File: src/rtl/idll_pkg.sv
// Package for the indexed doubly linked list unit: field widths, opcodes,
// status codes, controller states and the controller/datapath command and status structs.
// No dependencies.
`default_nettype none

package idll_pkg;

  localparam int IDLL_CAPACITY = 1024;

  localparam int OPCODE_W = 3;
  localparam int IDX_W    = 10;
  localparam int VALUE_W  = 32;
  localparam int LINK_W   = 11;
  localparam int CNT_W    = 11;
  localparam int STATUS_W = 2;

  typedef enum logic [OPCODE_W-1:0] {
    OP_LOAD       = 3'd0,
    OP_BEGIN      = 3'd1,
    OP_INS_AFTER  = 3'd2,
    OP_INS_BEFORE = 3'd3,
    OP_REMOVE     = 3'd4,
    OP_WALK       = 3'd5
  } opcode_t;

  typedef enum logic [STATUS_W-1:0] {
    STS_OK     = 2'd0,
    STS_FULL   = 2'd1,
    STS_END    = 2'd2,
    STS_UNUSED = 2'd3
  } status_t;

  typedef enum logic [2:0] {
    S_CLEAR,
    S_IDLE,
    S_INS,
    S_WALK,
    S_FIN
  } state_t;

  // memory read source
  typedef enum logic [1:0] {
    RD_NONE,
    RD_PORT,
    RD_WALK
  } rd_sel_t;

  // memory write step
  typedef enum logic [1:0] {
    WR_NONE,
    WR_CLEAR,
    WR_STEP1,
    WR_FINAL
  } wr_sel_t;

  typedef struct packed {
    rd_sel_t rd;
    wr_sel_t wr;
    logic    capture;
    logic    out_load;
  } dp_cmd_t;

  typedef struct packed {
    logic    clr_last;
    opcode_t port_op;
  } dp_stat_t;

endpackage

`default_nettype wire

File: src/rtl/idll_ctrl.sv
// Controller for the linked list unit: sequences clear pass, reads, write
// steps and result loading. Depends on idll_pkg.
`default_nettype none

module idll_ctrl (
  input  wire logic               clk,
  input  wire logic               rst_n,
  input  wire logic               in_valid,
  output logic                    in_ready,
  output logic                    out_valid,
  input  wire logic               out_ready,
  input  wire idll_pkg::dp_stat_t stat,
  output idll_pkg::dp_cmd_t       cmd
);

  idll_pkg::state_t state_r, state_nxt;
  logic             out_valid_r, out_valid_nxt;
  logic             out_free;

  assign out_free  = !out_valid_r || out_ready;
  assign in_ready  = (state_r == idll_pkg::S_IDLE);
  assign out_valid = out_valid_r;

  always_ff @(posedge clk) begin
    if (!rst_n) begin
      state_r     <= idll_pkg::S_CLEAR;
      out_valid_r <= 1'b0;
    end else begin
      state_r     <= state_nxt;
      out_valid_r <= out_valid_nxt;
    end
  end

  // next state
  always_comb begin
    state_nxt = state_r;
    case (state_r)
      idll_pkg::S_CLEAR: begin
        if (stat.clr_last) state_nxt = idll_pkg::S_IDLE;
      end
      idll_pkg::S_IDLE: begin
        if (in_valid) begin
          case (stat.port_op)
            idll_pkg::OP_INS_AFTER,
            idll_pkg::OP_INS_BEFORE: state_nxt = idll_pkg::S_INS;
            idll_pkg::OP_WALK:       state_nxt = idll_pkg::S_WALK;
            default:                 state_nxt = idll_pkg::S_FIN;
          endcase
        end
      end
      idll_pkg::S_INS:  state_nxt = idll_pkg::S_FIN;
      idll_pkg::S_WALK: state_nxt = idll_pkg::S_FIN;
      idll_pkg::S_FIN: begin
        if (out_free) state_nxt = idll_pkg::S_IDLE;
      end
      default: state_nxt = idll_pkg::S_CLEAR;
    endcase
  end

  // datapath commands
  always_comb begin
    cmd.rd       = idll_pkg::RD_NONE;
    cmd.wr       = idll_pkg::WR_NONE;
    cmd.capture  = 1'b0;
    cmd.out_load = 1'b0;
    case (state_r)
      idll_pkg::S_CLEAR: cmd.wr = idll_pkg::WR_CLEAR;
      idll_pkg::S_IDLE: begin
        if (in_valid) begin
          cmd.capture = 1'b1;
          cmd.rd      = idll_pkg::RD_PORT;
        end
      end
      idll_pkg::S_INS:  cmd.wr = idll_pkg::WR_STEP1;
      idll_pkg::S_WALK: cmd.rd = idll_pkg::RD_WALK;
      idll_pkg::S_FIN: begin
        if (out_free) begin
          cmd.wr       = idll_pkg::WR_FINAL;
          cmd.out_load = 1'b1;
        end
      end
      default: ;
    endcase
  end

  always_comb begin
    if (cmd.out_load) begin
      out_valid_nxt = 1'b1;
    end else if (out_ready) begin
      out_valid_nxt = 1'b0;
    end else begin
      out_valid_nxt = out_valid_r;
    end
  end

`ifndef SYNTHESIS
  a_no_overwrite: assert property (@(posedge clk) disable iff (!rst_n)
    cmd.out_load |-> (!out_valid_r || out_ready))
    else $error("result register overwritten while a result is pending");

  a_accept_progress: assert property (@(posedge clk) disable iff (!rst_n)
    (in_valid && in_ready) |=> (state_r == idll_pkg::S_INS ||
                                state_r == idll_pkg::S_WALK ||
                                state_r == idll_pkg::S_FIN))
    else $error("accepted item did not enter execution");

  a_one_at_a_time: assert property (@(posedge clk) disable iff (!rst_n)
    (in_valid && in_ready) |=> !in_ready)
    else $error("second item accepted while one is in flight");

  a_clear_once: assert property (@(posedge clk) disable iff (!rst_n)
    (state_r != idll_pkg::S_CLEAR) |=> (state_r != idll_pkg::S_CLEAR))
    else $error("clear pass re-entered without reset");
`endif

endmodule

`default_nettype wire

File: config.mk
export PLATFORM = sky130hd
export DESIGN_NAME = idll_ctrl
export DESIGN_NICKNAME = d
export VERILOG_FILES = /design/src/rtl/idll_pkg.sv /design/src/rtl/idll_ctrl.sv
export SDC_FILE = /design/constraint.sdc
export NUM_CORES = 1
export LEC_CHECK = 0
export ABC_AREA = 1
export BUFFER_PORTS_ARGS = -buffer_cell sky130_fd_sc_hd__buf_4
export CAP_MARGIN = 20
export CORE_AREA = 2 2 39 41
export CTS_CLUSTER_SIZE = 40
export DETAILED_ROUTE_END_ITERATION = 6
export DIE_AREA = 0 0 41 43
export PLACE_DENSITY = 0.42
export SYNTH_ARGS = -nofsm -noshare
export SYNTH_HDL_FRONTEND = slang
export SYNTH_SLANG_ARGS = --single-unit
export TNS_END_PERCENT = 100
File: constraint.sdc
create_clock -name clk -period 2.5 [get_ports clk]
set_input_delay 0.125 -clock clk [delete_from_list [all_inputs] [get_ports clk]]
set_output_delay 0.125 -clock clk [all_outputs]
set_load 0.01 [all_outputs]
After elaboration in Yosys (flattened, before gate mapping). Index checks and enable logic that the tools add are counted.

Reduce and logical (&&, ||, !) cells: 7. Equality and inequality tests: 10. Muxes and demuxes: 15.

Operator list (count): 3-bit by 2-bit equality test with 1-bit output, second input constant (4); 3-bit case mux with 4 select lines (1); 3-bit two-way mux (3); 1-bit two-way mux (7); 3-bit equality test, second input constant (2); 2-bit inequality test, second input constant (3); 2-bit case mux with 3 select lines (1); 3-bit case mux with 2 select lines (1); 2-bit case mux with 2 select lines (1); 2-bit OR reduction (2); 3-bit by 1-bit equality test with 1-bit output, second input constant (1); 3-bit logical NOT (1); 3-bit AND reduction (1); 2-bit two-way mux (1); 2-bit nonzero test (1); 1-bit logical NOT (1); 1-bit logical OR (1).

Logic and storage cells: 34. Output and inout port bits: 8. Bits of input ports: 8. Register bits: 4.

Logic depth before layout (Yosys ltp).
Depth in word-level cells: 5. Mapped depth: 8. Gate-level depth less buffers: 8.

Least setup slack after synthesis. No wires, ideal clock.

Path type: reg-to-output. Start point: register state_r[0]. End point: output port cmd[4] in the netlist's numbering. Arrival: 0.984 ns. Path buffers: 1. Setup slack: 1.391 ns. Stages on the path, launching flop included: 6. Data required time: 2.375 ns. Path through: dfxtp_1 -> inv_2 -> nor3_4 -> nand2_1 -> inv_1 -> buf_4.

RTL lines: start, declared (RTL line idll_ctrl.sv:16) `idll_pkg::state_t state_r, state_nxt;`; start signal, assigned (RTL line idll_ctrl.sv:26) `state_r <= idll_pkg::S_CLEAR;`; start signal, assigned (RTL line idll_ctrl.sv:29) `state_r <= state_nxt;`; end, declared (RTL line idll_ctrl.sv:13) `output idll_pkg::dp_cmd_t cmd`.

==> run summary <==
outcome = completed
fill cell count = 157
clk_lat worst skew = 240 ps
DR vias/cell = 3.90
post-cts sizing count = 0
Die Wd = 41 µm
routed len/inst = 8.00 µm
clk sinks = 4
CP endpoint kind = output port
die height = 43 µm
Least-Margin Pin Slew = 256 ps
post-synthesis cell area = 302 µm²
Residual DRC = 0
core area = 1380 µm²
worst vdd ir = 0.221 mV
Final #Nets = 76
Worst Skew = 0.916 ps
die area = 1760 µm²
Slew headroom = 82.9%
Ports = 16
H-tree depth = 1
FF-to-FF path depth = 7
crit path kind = flop to output port
CTS Buffer Depth = 2
Leak = 0.260 nW
Syn. warnings = 0
cell row count = 14
routed vias = 320
Worst Path Max Fanout = 4
final wirelength = 656 µm
drt first pass iters = 4
post-cts hold buffer count = 0
Core Util, Final = 31.9%
first-pass GRT wire length = 1100 µm
Tot GR Track Use = 9.55%
MaxCap Viol Count = 0
Final Cycle Share = 52.9%
Setup-failing EPs final = 0
GPL Wtd Cong = 0.779
clk root buf = clkbuf_4
Hold WC Path Type = input port to flop
post-DP HPWL = 578 µm
vias in the first global route = 304
Avg Cell Area, Syn = 6.03 µm²
pwr/cell area = 600 nW/µm²
worst slack, placed = 1400 ps
area of the multi-input gates = 161 µm²
Final Hold Vio Count = 0
RSZ-0062 raised after global routing = no
crit path DAT = 1200 ps
sequential cell area = 80.1 µm²
drt initial violations = 10
Congestion Overflow GR = 0
largest net degree at the start of global routing = 6
synth unique cells = 13
Synth Instances = 50
number of CTS-inserted buffers = 3
register area share after synthesis = 26.6%
fin. max-slew vios = 0
Seq cells post-synth = 4
postcts setup bufs = 0
Final ANT Viol Nets = 0
Clock Pin Slew Worst Setup and Hold Paths = 30 ps
count of input and output buffers = 15
final critical-path required period = 1320 ps
Starting Density = 21.8%
n_diodes = 0
initial antenna violation count = 0
Tot Pwr = 0.265 mW
Fmax = 756 MHz
final worst slack = 1180 ps
share of post-route cells with drive strength above 1 = 40.9%
Post-Syn Nets = 58
synthesis-to-finish area growth = 46.5%
post-route cell area = 442 µm²
Critical Path Source Type = flop
DP Area = 419 µm²
setup TNS = 0 ps
CTS tree = done
cell depth of the worst hold path = 3
CP Data Required Time = 2380 ps
## cells in the mapped netlist
cell type  instances  area, µm²
a211oi_2           1       12.5
buf_4              2       15.0
a21oi_1            1       5.00
nand2_1           13       48.8
nor2_2             2       12.5
inv_2              2       7.51
nand2_2            3       18.8
dfxtp_1            4       80.1
nor3_4             1       16.3
inv_1             10       37.5
nand3_1            4       20.0
o21ai_0            1       5.00
nor2_1             6       22.5
## cells by family after synthesis
kind of cell | after synthesis | share of synthesized area (%)
and+or+nand+nor | 29 | 46.1
DFF | 4 | 26.6
buffers and inverters | 14 | 19.9
AOI/OAI and AO/OA | 3 | 7.47
## flip-flops by register name (all words and copies together) (netlist names)
signal	flops
out_valid	1
state_r	3
## path summary, 6_finish.rpt
| check | from | endpoint | slack [ps] |
|---|---|---|---|
| worst max-delay path | state_r[0]$_SDFFE_PN0P_ | cmd[4] | 1180 |
| worst min-delay path | rst_n | state_r[2]$_SDFFE_PN0P_ | 130 |
| worst max register to register | state_r[2]$_SDFFE_PN0P_ | state_r[2]$_SDFFE_PN0P_ | 1430 |
| worst min register to register | out_valid$_SDFFE_PN0P_ | out_valid$_SDFFE_PN0P_ | 500 |
## critical path: stages (launching register included)
cell and delay [ps]:
dfxtp_1 370, inv_2 70, nor3_4 190, nand2_1 120
inv_1 90, buf_4 120
## cell type report
| class | count | area share, % |
|---|---|---|
| multi-input cells | 32 | 36.5 |
| repair buffers | 15 | 25.5 |
| flip-flops and latches | 4 | 18.1 |
| inverters | 12 | 10.2 |
| clock buffers | 3 | 5.10 |
| well taps | 16 | 4.53 |
## layer usage
layer / GRT usage (%) / vias to the layer above / routed length [µm]
met3: 3.66 / 2 / 40
li1: - / 177 / -
met2: 13.1 / 8 / 307
met1: 11.0 / 133 / 297
met5: 0 / - / 0
met4: 8.00 / 0 / 10
## metrics by stage
step,hold slack [ps],std cells
2_1_floorplan,251,50
4_1_cts,131,82
6_report,131,82
3_3_place_gp,377,79
3_5_place_dp,377,79
5_1_grt,151,82
## cell usage in the layout, fill, tap and decap left out
cell type,n
a211oi_2,1
a21oi_1,1
buf_4,15
clkbuf_4,3
dfxtp_1,4
inv_1,10
inv_2,2
nand2_1,13
nand2_2,3
nand3_1,4
nor2_1,6
nor2_2,2
nor3_4,1
o21ai_0,1
## power by group
group	internal, mW	switching (mW)	leakage [nW]	total (mW)
combinational	0.0477	0.0553	0.213	0.103
sequential	0.0721	0.0105	0.0329	0.0826
clock	0.0536	0.0256	0.0138	0.0792
No activity file was read; power rests on OpenSTA's default activity.
